$ cat config.mk
export PLATFORM = sky130hd
export DESIGN_NAME = kmp_first_match_finder
export DESIGN_NICKNAME = d
export VERILOG_FILES = /design/src/hdl/kmp_pkg.sv /design/src/hdl/kmp_out_stage.sv /design/src/hdl/kmp_first_match_finder.sv
export VERILOG_INCLUDE_DIRS = /design/src /design/src/hdl
export SDC_FILE = /design/constraint.sdc
export NUM_CORES = 2
export LEC_CHECK = 0
export BUFFER_PORTS_ARGS = -buffer_cell sky130_fd_sc_hd__clkbuf_2
export CORE_MARGIN = 2
export CORE_UTILIZATION = 40
export DETAILED_ROUTE_END_ITERATION = 8
export PLACE_DENSITY = 0.6
export SLEW_MARGIN = 10
export SYNTH_ARGS = -nofsm -noshare
export SYNTH_HDL_FRONTEND = slang
export SYNTH_SLANG_ARGS = --single-unit
$ cat constraint.sdc
create_clock -name clk_i -period 12.35 [get_ports clk_i]
set_clock_uncertainty 0.2 [all_clocks]
set_input_delay 2.47 -clock clk_i [delete_from_list [all_inputs] [get_ports clk_i]]
set_output_delay 2.47 -clock clk_i [all_outputs]
set_load 0.05 [all_outputs]
$ cat src/hdl/kmp_first_match_finder_defines.svh
// Assertion macros for the KMP first-match finder.
// Included by the top level; no other dependencies.
`ifndef KMP_FIRST_MATCH_FINDER_DEFINES_SVH
`define KMP_FIRST_MATCH_FINDER_DEFINES_SVH
`ifndef NO_ASSERTIONS
`define KMP_ASSERT(name, prop, msg) \
  name: assert property (@(posedge clk_i) disable iff (!rst_ni) (prop)) else $error(msg);
`define KMP_ASSERT_NEXT(name, pre, post, msg) \
  name: assert property (@(posedge clk_i) disable iff (!rst_ni) (pre) |=> (post)) \
    else $error(msg);
`else
`define KMP_ASSERT(name, prop, msg)
`define KMP_ASSERT_NEXT(name, pre, post, msg)
`endif
`endif

$ cat src/hdl/kmp_pkg.sv
// Package for the KMP first-match finder: sizes, status codes, result type.
// No dependencies.
package kmp_pkg;

  localparam int PATTERN_MAX = 256;
  localparam int TEXT_MAX    = 65536;

  localparam int PAT_AW  = (PATTERN_MAX > 1) ? $clog2(PATTERN_MAX) : 1;
  localparam int LEN_W   = $clog2(PATTERN_MAX + 1);
  localparam int CNT_W   = $clog2(TEXT_MAX + 1);
  localparam int POS_W   = 16;
  localparam int ARITH_W = (CNT_W > POS_W) ? CNT_W : POS_W;

  typedef enum logic [2:0] {
    ST_READY     = 3'd0,
    ST_PAT_LONG  = 3'd1,
    ST_FOUND     = 3'd2,
    ST_NONE      = 3'd3,
    ST_TEXT_LONG = 3'd4
  } status_e;

  typedef struct packed {
    status_e                status;
    logic [POS_W-1:0]       position;
  } kmp_res_t;

endpackage

$ cat src/hdl/kmp_out_stage.sv
// Output register for result items, loaded while the consumer may still stall.
// Depends on kmp_pkg.
module kmp_out_stage (
  input  logic              clk_i,
  input  logic              rst_ni,
  input  logic              load_i,
  input  kmp_pkg::kmp_res_t res_i,
  input  logic              stall_i,
  output logic              valid_o,
  output kmp_pkg::kmp_res_t res_o,
  output logic              free_o
);
  import kmp_pkg::*;

  logic     valid_q, valid_d;
  kmp_res_t res_q;

  assign free_o  = !valid_q || !stall_i;
  assign valid_d = load_i ? 1'b1 : (stall_i ? valid_q : 1'b0);

  always_ff @(posedge clk_i or negedge rst_ni) begin
    if (!rst_ni) begin
      valid_q <= 1'b0;
    end else begin
      valid_q <= valid_d;
    end
  end

  always_ff @(posedge clk_i) begin
    if (load_i) begin
      res_q <= res_i;
    end
  end

  assign valid_o = valid_q;
  assign res_o   = res_q;

endmodule

$ cat src/hdl/kmp_first_match_finder.sv
// KMP first-match finder, top level: pattern and failure memories, sequencer.
// Depends on kmp_pkg, kmp_out_stage and kmp_first_match_finder_defines.svh.
//
//   channel  handshake               payload
//   input    in_valid_i / in_stall_o operation_i, symbol_i, last_i
//   output   out_valid_o / out_stall_i status_o, position_o
//
// A pattern byte is written to the pattern memory. While searching, a text byte is
// compared in S_TCMP, following failure links; the pattern and failure memories are
// read together, one step per cycle. The last pattern byte starts the failure build
// unless the pattern overflowed. Reset clears control only; the memories are never cleared.
// A result waits in the output register; a second result stalls the input until taken.
`include "kmp_first_match_finder_defines.svh"
module kmp_first_match_finder (
  input  logic                      clk_i,
  input  logic                      rst_ni,
  input  logic                      in_valid_i,
  output logic                      in_stall_o,
  input  logic                      operation_i,
  input  logic [7:0]                symbol_i,
  input  logic                      last_i,
  output logic                      out_valid_o,
  input  logic                      out_stall_i,
  output logic [2:0]                status_o,
  output logic [kmp_pkg::POS_W-1:0] position_o
);
  import kmp_pkg::*;

  typedef enum logic [5:0] {
    S_IDLE  = 6'b000001,
    S_BINIT = 6'b000010,
    S_BLOAD = 6'b000100,
    S_BCMP  = 6'b001000,
    S_TCMP  = 6'b010000,
    S_OUT   = 6'b100000
  } state_e;

  state_e             state_q, state_d;
  logic [LEN_W-1:0]   len_q, len_d;
  logic               ovf_q, ovf_d;
  logic               load_q, load_d;
  logic [LEN_W-1:0]   matched_q, matched_d;
  logic [CNT_W-1:0]   cnt_q, cnt_d;
  logic               done_q, done_d;
  logic [LEN_W-1:0]   i_q, i_d;
  logic [LEN_W-1:0]   k_q, k_d;
  logic [7:0]         byte_q, byte_d;
  logic [7:0]         sym_q, sym_d;
  logic               last_q, last_d;
  kmp_res_t           pend_q, pend_d;

  logic [7:0]         pat_mem [PATTERN_MAX];
  logic [PAT_AW-1:0]  fail_mem [PATTERN_MAX];
  logic               pat_we, fail_we;
  logic [PAT_AW-1:0]  pat_waddr, pat_raddr, fail_waddr, fail_raddr;
  logic [7:0]         pat_rdata_q;
  logic [PAT_AW-1:0]  fail_wdata, fail_rdata_q;

  logic               in_acc;
  logic [LEN_W-1:0]   pl_base_len;
  logic               pl_base_ovf, pl_fits, pl_ovf;
  logic               b_hit, t_hit;
  logic [LEN_W-1:0]   b_knext, i_inc, t_jnext;
  logic [ARITH_W-1:0] pos_found, pos_empty;

  logic               emit_v, out_load, out_free;
  kmp_res_t           emit_res, out_res;

  assign in_stall_o = (state_q != S_IDLE);
  assign in_acc     = in_valid_i && !in_stall_o;

  assign pl_base_len = load_q ? len_q : '0;
  assign pl_base_ovf = load_q && ovf_q;
  assign pl_fits     = pl_base_len < LEN_W'(PATTERN_MAX);
  assign pl_ovf      = pl_base_ovf || !pl_fits;

  assign b_hit   = (byte_q == pat_rdata_q);
  assign b_knext = b_hit ? (k_q + LEN_W'(1)) : '0;
  assign i_inc   = i_q + LEN_W'(1);
  assign t_hit   = (sym_q == pat_rdata_q);
  assign t_jnext = t_hit ? (matched_q + LEN_W'(1)) : '0;

  assign pos_found = ARITH_W'(cnt_q) + ARITH_W'(1) - ARITH_W'(len_q);
  assign pos_empty = ARITH_W'(cnt_q);

  always_ff @(posedge clk_i) begin
    if (pat_we) begin
      pat_mem[pat_waddr] <= symbol_i;
    end
    pat_rdata_q <= pat_mem[pat_raddr];
  end

  always_ff @(posedge clk_i) begin
    if (fail_we) begin
      fail_mem[fail_waddr] <= fail_wdata;
    end
    fail_rdata_q <= fail_mem[fail_raddr];
  end

  always_comb begin
    state_d    = state_q;
    len_d      = len_q;
    ovf_d      = ovf_q;
    load_d     = load_q;
    matched_d  = matched_q;
    cnt_d      = cnt_q;
    done_d     = done_q;
    i_d        = i_q;
    k_d        = k_q;
    byte_d     = byte_q;
    sym_d      = sym_q;
    last_d     = last_q;
    pend_d     = pend_q;
    pat_we     = 1'b0;
    pat_waddr  = pl_base_len[PAT_AW-1:0];
    pat_raddr  = '0;
    fail_we    = 1'b0;
    fail_waddr = '0;
    fail_wdata = '0;
    fail_raddr = '0;
    emit_v     = 1'b0;
    emit_res.status   = ST_READY;
    emit_res.position = '0;
    out_load   = 1'b0;

    case (state_q)
      S_IDLE: begin
        if (in_acc) begin
          if (!operation_i) begin
            load_d = 1'b1;
            ovf_d  = pl_ovf;
            if (pl_fits) begin
              pat_we = 1'b1;
              len_d  = pl_base_len + LEN_W'(1);
            end else begin
              len_d  = pl_base_len;
            end
            if (last_i) begin
              load_d    = 1'b0;
              matched_d = '0;
              cnt_d     = '0;
              done_d    = 1'b0;
              if (pl_ovf) begin
                emit_v          = 1'b1;
                emit_res.status = ST_PAT_LONG;
              end else begin
                state_d = S_BINIT;
              end
            end
          end else if (!load_q) begin
            if (!done_q && cnt_q < CNT_W'(TEXT_MAX) && len_q != '0 && !ovf_q) begin
              sym_d      = symbol_i;
              last_d     = last_i;
              pat_raddr  = matched_q[PAT_AW-1:0];
              fail_raddr = matched_q[PAT_AW-1:0] - PAT_AW'(1);
              state_d    = S_TCMP;
            end else begin
              if (!done_q) begin
                if (cnt_q >= CNT_W'(TEXT_MAX)) begin
                  done_d          = 1'b1;
                  emit_v          = 1'b1;
                  emit_res.status = ST_TEXT_LONG;
                end else if (len_q == '0) begin
                  done_d            = 1'b1;
                  emit_v            = 1'b1;
                  emit_res.status   = ST_FOUND;
                  emit_res.position = pos_empty[POS_W-1:0];
                end else begin
                  cnt_d = cnt_q + CNT_W'(1);
                  if (last_i) begin
                    emit_v          = 1'b1;
                    emit_res.status = ST_NONE;
                  end
                end
              end
              if (last_i) begin
                matched_d = '0;
                cnt_d     = '0;
                done_d    = 1'b0;
              end
            end
          end
        end
      end
      S_BINIT: begin
        fail_we    = 1'b1;
        fail_waddr = '0;
        fail_wdata = '0;
        i_d        = LEN_W'(1);
        k_d        = '0;
        if (len_q == LEN_W'(1)) begin
          emit_v          = 1'b1;
          emit_res.status = ST_READY;
        end else begin
          pat_raddr = PAT_AW'(1);
          state_d   = S_BLOAD;
        end
      end
      S_BLOAD: begin
        byte_d     = pat_rdata_q;
        pat_raddr  = k_q[PAT_AW-1:0];
        fail_raddr = k_q[PAT_AW-1:0] - PAT_AW'(1);
        state_d    = S_BCMP;
      end
      S_BCMP: begin
        if (b_hit || k_q == '0) begin
          fail_we    = 1'b1;
          fail_waddr = i_q[PAT_AW-1:0];
          fail_wdata = b_knext[PAT_AW-1:0];
          k_d        = b_knext;
          i_d        = i_inc;
          if (i_inc == len_q) begin
            emit_v          = 1'b1;
            emit_res.status = ST_READY;
          end else begin
            pat_raddr = i_inc[PAT_AW-1:0];
            state_d   = S_BLOAD;
          end
        end else begin
          // follow the failure link
          k_d        = LEN_W'(fail_rdata_q);
          pat_raddr  = fail_rdata_q;
          fail_raddr = fail_rdata_q - PAT_AW'(1);
        end
      end
      S_TCMP: begin
        if (!t_hit && matched_q != '0) begin
          matched_d  = LEN_W'(fail_rdata_q);
          pat_raddr  = fail_rdata_q;
          fail_raddr = fail_rdata_q - PAT_AW'(1);
        end else begin
          matched_d = t_jnext;
          cnt_d     = cnt_q + CNT_W'(1);
          state_d   = S_IDLE;
          if (t_jnext == len_q) begin
            done_d            = 1'b1;
            emit_v            = 1'b1;
            emit_res.status   = ST_FOUND;
            emit_res.position = pos_found[POS_W-1:0];
          end else if (last_q) begin
            emit_v          = 1'b1;
            emit_res.status = ST_NONE;
          end
          if (last_q) begin
            matched_d = '0;
            cnt_d     = '0;
            done_d    = 1'b0;
          end
        end
      end
      S_OUT: begin
        emit_v   = 1'b1;
        emit_res = pend_q;
      end
      default: begin
        state_d = S_IDLE;
      end
    endcase

    if (emit_v) begin
      if (out_free) begin
        out_load = 1'b1;
        state_d  = S_IDLE;
      end else begin
        pend_d  = emit_res;
        state_d = S_OUT;
      end
    end
  end

  always_ff @(posedge clk_i or negedge rst_ni) begin
    if (!rst_ni) begin
      state_q   <= S_IDLE;
      len_q     <= '0;
      ovf_q     <= 1'b0;
      load_q    <= 1'b0;
      matched_q <= '0;
      cnt_q     <= '0;
      done_q    <= 1'b0;
      i_q       <= '0;
      k_q       <= '0;
    end else begin
      state_q   <= state_d;
      len_q     <= len_d;
      ovf_q     <= ovf_d;
      load_q    <= load_d;
      matched_q <= matched_d;
      cnt_q     <= cnt_d;
      done_q    <= done_d;
      i_q       <= i_d;
      k_q       <= k_d;
    end
  end

  always_ff @(posedge clk_i) begin
    byte_q <= byte_d;
    sym_q  <= sym_d;
    last_q <= last_d;
    pend_q <= pend_d;
  end

  kmp_out_stage u_out (
    .clk_i   (clk_i),
    .rst_ni  (rst_ni),
    .load_i  (out_load),
    .res_i   (emit_res),
    .stall_i (out_stall_i),
    .valid_o (out_valid_o),
    .res_o   (out_res),
    .free_o  (out_free)
  );

  assign status_o   = out_res.status;
  assign position_o = out_res.position;

  `KMP_ASSERT(a_tcmp_range, (state_q == S_TCMP) |-> (matched_q < len_q && !ovf_q && !load_q), "text step outside pattern")
  `KMP_ASSERT(a_build_order, (state_q == S_BCMP) |-> (k_q < i_q && i_q < len_q), "failure build index out of order")
  `KMP_ASSERT(a_cnt_bound, cnt_q <= CNT_W'(TEXT_MAX), "text count past limit")
  `KMP_ASSERT_NEXT(a_pat_build, in_acc && !operation_i && last_i && !pl_ovf, state_q == S_BINIT, "pattern end did not start build")

endmodule
Word-level counts from Yosys, hierarchy flattened
Memory sizes are Yosys's and may differ from the RTL's. A register that Yosys moved wholly into a read port is not among the register bits.
Index checks and enable logic that the tools add are counted.
{"block": "word_totals", "regBits": 118, "ram_bits": 4096, "in_bits": 14, "out_inout_bits": 21, "wordCells": 222, "mem_count": 2}
{"block": "classes", "add_sub_neg": 9, "magnitude_cmp": 3, "n_eq_ne": 33, "n_mux": 125, "bitwise_logic": 3, "reduce_logical": 30}
{"memory": "fail_mem", "words": 256, "width": 8, "read_ports": 1, "rd_clocked_by_memory_dff": 1, "wr": 1, "line": "kmp_first_match_finder.sv:53", "rtl": "logic [PAT_AW-1:0] fail_mem [PATTERN_MAX];"}
{"memory": "pat_mem", "words": 256, "width": 8, "read_ports": 1, "rd_clocked_by_memory_dff": 1, "wr": 1, "line": "kmp_first_match_finder.sv:52", "rtl": "logic [7:0] pat_mem [PATTERN_MAX];"}
{"operator": "$mux 17", "count": 11}
{"operator": "$mux 8", "count": 17}
{"operator": "$mux 9", "count": 13}
{"operator": "$mux 19", "count": 4}
{"operator": "$mux 6", "count": 12}
{"operator": "$mux 16", "count": 4}
{"operator": "$pmux 9 s2", "count": 3}
{"operator": "$pmux 16 s3", "count": 1}
{"operator": "$mux 1", "count": 45}
{"operator": "$pmux 8 s5", "count": 1}
{"operator": "$add 9x1->9 const B", "count": 4}
{"operator": "$pmux 6 s6", "count": 1}
{"operator": "$pmux 17 s2", "count": 1}
{"operator": "$pmux 8 s4", "count": 1}
{"operator": "$ne 3x3->1 const B", "count": 9}
{"operator": "$sub 8x1->8 const B", "count": 3}
{"operator": "$eq 9x9->1", "count": 2}
{"operator": "$logic_not 9->1", "count": 2}
{"operator": "$mux 18", "count": 1}
{"operator": "$reduce_bool 9->1", "count": 2}
{"operator": "$add 17x1->17 const B", "count": 1}
{"operator": "$ge 17x17->1 const B", "count": 1}
{"operator": "$lt 17x17->1 const B", "count": 1}
{"operator": "$eq 8x8->1", "count": 2}
{"operator": "other kinds (31)", "count": 61}

Depth between registers and ports, before layout
{"block": "depth", "word_depth": 11, "depth_mapped": 21, "depth_no_buf": 16}

Cells and area by module
A second synthesis with hierarchy kept.
{"block": "hier_totals", "hier_cells": 12645, "hier_area_um2": 172410.4}
{"module": "kmp_first_match_finder", "instances": 1, "cells_each": 12623, "area_each_um2": 171803.5, "seq_area_each_um2": 125952.0}
{"module": "kmp_out_stage", "instances": 1, "cells_each": 22, "area_each_um2": 606.8, "seq_area_each_um2": 595.6}

Least setup slack after synthesis
No wires, ideal clock.
{"block": "synth_path", "kind": "flip-flop to flip-flop", "startpoint": "reg state_q[5]", "endpoint": "mem fail_mem[0][7] (netlist bit), data pin", "arrival_ps": 7600, "setup_slack_ps": 3161, "path_stages_with_launch": 6, "path_buffers": 1, "path_cell_list": "dfrtp_1 -> or4_1 -> nor3b_2 -> nand2_1 -> clkbuf_1 -> nor2_1"}
{"block": "synth_between", "elab_chain_len": 2}
{"element": "start: declaration", "line": "kmp_first_match_finder.sv:38", "rtl": "state_e state_q, state_d;"}
{"element": "start signal: assignment", "line": "kmp_first_match_finder.sv:283", "rtl": "state_q <= state_d;"}
{"element": "$eq 6x4->1", "line": "kmp_first_match_finder.sv:126", "rtl": "case (state_q)"}
{"element": "$mux 8", "line": "kmp_first_match_finder.sv:126"}
{"element": "via fail_wdata[7]", "line": "kmp_first_match_finder.sv:57", "rtl": "logic [PAT_AW-1:0] fail_wdata, fail_rdata_q;"}
{"element": "end: declaration", "line": "kmp_first_match_finder.sv:53"}
The timed path passes the listed nets, and every way through them passes these cells.

Final worst setup path
{"block": "layout_path", "startpoint": "in in_valid_i", "endpoint": "reg fail_rdata_q[2], read port of fail_mem"}
{"block": "layout_between", "elab_chain_len": 3}
{"element": "start: declaration", "line": "kmp_first_match_finder.sv:17", "rtl": "input logic in_valid_i,"}
{"element": "$logic_and 1x1->1", "line": "kmp_first_match_finder.sv:70", "rtl": "assign in_acc = in_valid_i && !in_stall_o;"}
{"element": "$mux 8", "line": "kmp_first_match_finder.sv:128", "rtl": "if (in_acc) begin"}
{"element": "$pmux 8 s4", "line": "kmp_first_match_finder.sv:126"}
{"element": "end: declaration", "line": "kmp_first_match_finder.sv:57"}
No other way between the ends.
A chain may end at the register's enable or synchronous reset.

==> results.md <==
| Quantity | Value | Unit |
| --- | --- | --- |
| Starting DRT DRC Count | 15,350 | - |
| Area occupied by registers | 126,500 | um2 |
| TritonCTS Buffers | 412 | - |
| Final core area utilization | 44.69 | % |
| Type of the worst setup path | in -> reg | - |
| HP Class | reg -> reg | - |
| Highest-count cells in the layout ignoring fill and taps | 4,151 x edfxtp_1, 3,251 x nand2_1, 967 x nand3_1 | - |
| Most common cell after layout, fill and taps aside | edfxtp_1 | - |
| Count of fill cells added during filler insertion | 38,280 | - |
| Hold path depth | 1 | - |
| CP endpoint kind | flop | - |
| CTS-repair resized insts | 0 | - |
| Fraction of power spent switching nets | 30.55 | % |
| Global placer's final weighted congestion | 0.8728 | - |
| Global-route congestion overflow total | 0 | - |
| Footprint of the multi-input gates | 42,090 | um2 |
| Maximum number of pins on one net before global-route repair | 205 | - |
| Placed wire-length estimate | 291,900 | um |
| Initial cell density of the core | 40.11 | % |
| Max incr delay on CP | 1.08 | ns |
| Max Cap Viol | 0 | - |
| Worst Hold Path EP | k_q[8] | - |
| Part of the power in the clock network | 35.3 | % |
| Clk pin slew, worst setup/hold paths | 0.06 | ns |
| Transition at the pin with the smallest max-transition slack | 1.389 | ns |
| Reg power frac | 44.2 | % |
| Share of synthesized registers carrying an async set or reset | 1.489 | % |
| Power dissipated by switching net loads | 11,050 | uW |
| Unique masters post-synth | 97 | - |
| Global-route usage over all layers | 23.04 | % |
| Sequential element share of the synthesized area | 73.37 | % |
| Minimum setup slack among reg-to-reg paths | 4.91 | ns |
| Reg2reg path depth | 15 | - |
| Sink Count | 4,230 | - |
| Synthesis-to-finish area growth | 11.40 | % |
| Synthesized netlist net count | 13,050 | - |
| Site row count | 241 | - |
| Leakage power figure | 0.06321 | uW |
| Avg Synthesized Cell Area | 13.26 | um2 |
| Clock latency reported for the late side of the worst-skew pair | 0.95 | ns |
| Cell Chain, Critical Path | clkbuf_2, nor2b_1, nand4_1, or3_1, o221ai_4, buf_12, buf_4, mux2i_1, mux2i_1, mux2_2, a221oi_1, mux2i_1, a2111oi_1, buf_4, nor4_1 | - |
| Die area | 436,500 | um2 |
| Synth top area share | 72.27 | % |
| Number of global-route vias before repair | 103,100 | - |
| Kind of cell adding the most delay to the critical path | compound AO/OA/AOI/OAI gates | - |
| CTS tree | done | - |
| Fraction of final layout cells sized beyond drive strength 1 | 7.936 | % |
| Wirelength, routed | 518,200 | um |
| Relative slew margins | 6.839 | % |
| Number of setup buffers added after CTS | 0 | - |
| Instance count of the mapped netlist | 13,010 | - |
| Power per cell area | 188.2 | nW/um2 |
| R2R Path End | pat_rdata_q[2] | - |
| Internal Dissipation | 25,120 | uW |
| Residual DRC | 0 | - |
| Worst endpoint data arrival time | 8.43 | ns |
| Crit path max fanout | 108 | - |
| Pre-antenna DRT Iters | 7 | - |
| Type of element launching the critical path | primary input | - |
| Die Width | 660.7 | um |
| Yosys warning count | 0 | - |
| Final hold viol count | 0 | - |
| Buffer type at the clock tree root | clkbuf_16 | - |
| H-tree Lvls | 5 | - |
| Hold-fix buffers at CTS | 0 | - |
| FF+latch count, synth | 4,230 | - |
| Final Setup Violations | 0 | - |
| Antenna violations before repair | 28 | - |
| Ports | 35 | - |
| Combinational Power Share | 20.5 | % |
| Cell repeated most along the worst path | mux2i_1 | - |
| Unrepaired setup endpoints after global routing | no | - |
| VDD IR max | 0.1670 | mV |
| Run status | complete, no violations | - |
| Final-report max-slew violation count | 0 | - |
| Setup_tns | 0 | ns |
| Worst Min Path Start | k_q[8] | - |
| Required @ worst endpoint | 12.93 | ns |
| First-pass GRT wire length | 743,400 | um |
| Synth area leaders | edfxtp_1 72%, nand2_1 7.1%, nand3_1 2.8% | - |
| Port Buf Inserts | 34 | - |
| Final critical-path share of the clock period | 63.57 | % |
| Vias per inst | 5.871 | - |
| Layout net count | 12,840 | - |
| Cell taking the most area after synthesis | edfxtp_1 | - |
| Antenna Nets Post-Route | 0 | - |
| Maximum clock frequency | 127.4 | MHz |
| Critical path buffer and inverter count | 4 | - |
| Number of enable flip-flop cells after synthesis | 4,151 | - |
| Post-layout minimum cycle time | 7.851 | ns |
| Clock buffer depth | 4 | - |
| Chip Height | 660.7 | um |
| Wirelength per Cell | 27.47 | um |
| Origin of the critical flop-to-flop path | matched_q[0] | - |
| Number of vias in the routed layout | 110,700 | - |
| Flip-flop cell with the highest count after synthesis | edfxtp_1 | - |
| Summed instance area of the synthesized netlist | 172,500 | um2 |
| Core area | 430,000 | um2 |
| Crit-path slowest cell | a2111oi_1 | - |
## synth_stat cells, types with 122 or more instances
library cell and n:
edfxtp_1 4151, nand2_1 3267, nand3_1 976, nor2_1 634, and3_1 438, mux2i_1 416
clkbuf_1 413, buf_2 368, a31oi_1 321, a21oi_1 208, a311oi_1 203, o21ai_0 175
a211oi_1 174, a221oi_1 122
## cell type report
cell class / instances / area share [%]
multi-input cells: 7821 / 21.90
inverters: 43 / 0.08400
diodes: 10 / 0.01302
clock buffers: 486 / 5.602
flip-flops and latches: 4230 / 65.86
clock inverters: 272 / 1.425
repair buffers: 291 / 1.394
well taps: 5710 / 3.718
## power by group through the flow
stage	clock network [uW]	logic, uW	registers [uW]
floorplan	0	4390	16200
finish	12800	7410	16000
global placement	0	7210	16300
CTS	12900	7260	16000
detailed placement	0	7240	16300
global route	13400	7840	16000
## stage by stage
stage / total power, uW / hold slack, ns / setup WS [ns] / area, um2 / cells
floorplan: 20550 / 0.2461 / 3.161 / 172500 / 13010
global placement: 23500 / 0.2820 / 3.808 / 178600 / 18090
detailed placement: 23530 / 0.2902 / 3.792 / 178600 / 18090
CTS: 36100 / 0.3030 / 4.790 / 192100 / 18850
global route: 37200 / 0.3325 / 4.419 / 192100 / 18850
finish: 36170 / 0.3041 / 4.499 / 192100 / 18860
## logic make-up after synthesis
family          count (synthesis)  synth area share (%)
compound gates               1668                 7.014
xor+xnor                       87                0.4418
fa+ha+maj                      22                0.1639
buf+inv                       960                 2.506
flops                        4230                 73.37
mux                           429                 2.506
simple gates                 5615                 14.00
## worst max path at each step
stage | start | to | slack, ns | depth (start not counted)
final | in_valid_i | fail_rdata_q[2] | 4.50 | 15
after global routing | in_valid_i | fail_rdata_q[2] | 4.42 | 15
after CTS | in_valid_i | fail_rdata_q[2] | 4.79 | 15
after detailed placement | in_valid_i | fail_rdata_q[2] | 3.79 | 15
after global placement | in_valid_i | fail_rdata_q[0] | 3.81 | 14
after floorplan | state_q[5] | fail_mem[0][7] | 3.16 | 5
## routing by layer
| metal | vias to the layer above | wire [um] | GRT usage, % |
|---|---|---|---|
| met4 | 16 | 18480 | 7.755 |
| met5 | - | 100 | 0 |
| met1 | 55670 | 215100 | 33.50 |
| met3 | 945 | 57770 | 5.427 |
| met2 | 5900 | 226700 | 33.88 |
| li1 | 48220 | - | - |
## registers in the layout, indices dropped and copies added (netlist names), 9 cells and up
register     count
fail_mem      2048
u_out.res_o     19
i_q              9
cnt_q           17
pend_q          19
len_q            9
pat_mem       2048
k_q              9
matched_q        9
No activity file was read; power rests on OpenSTA's default activity.
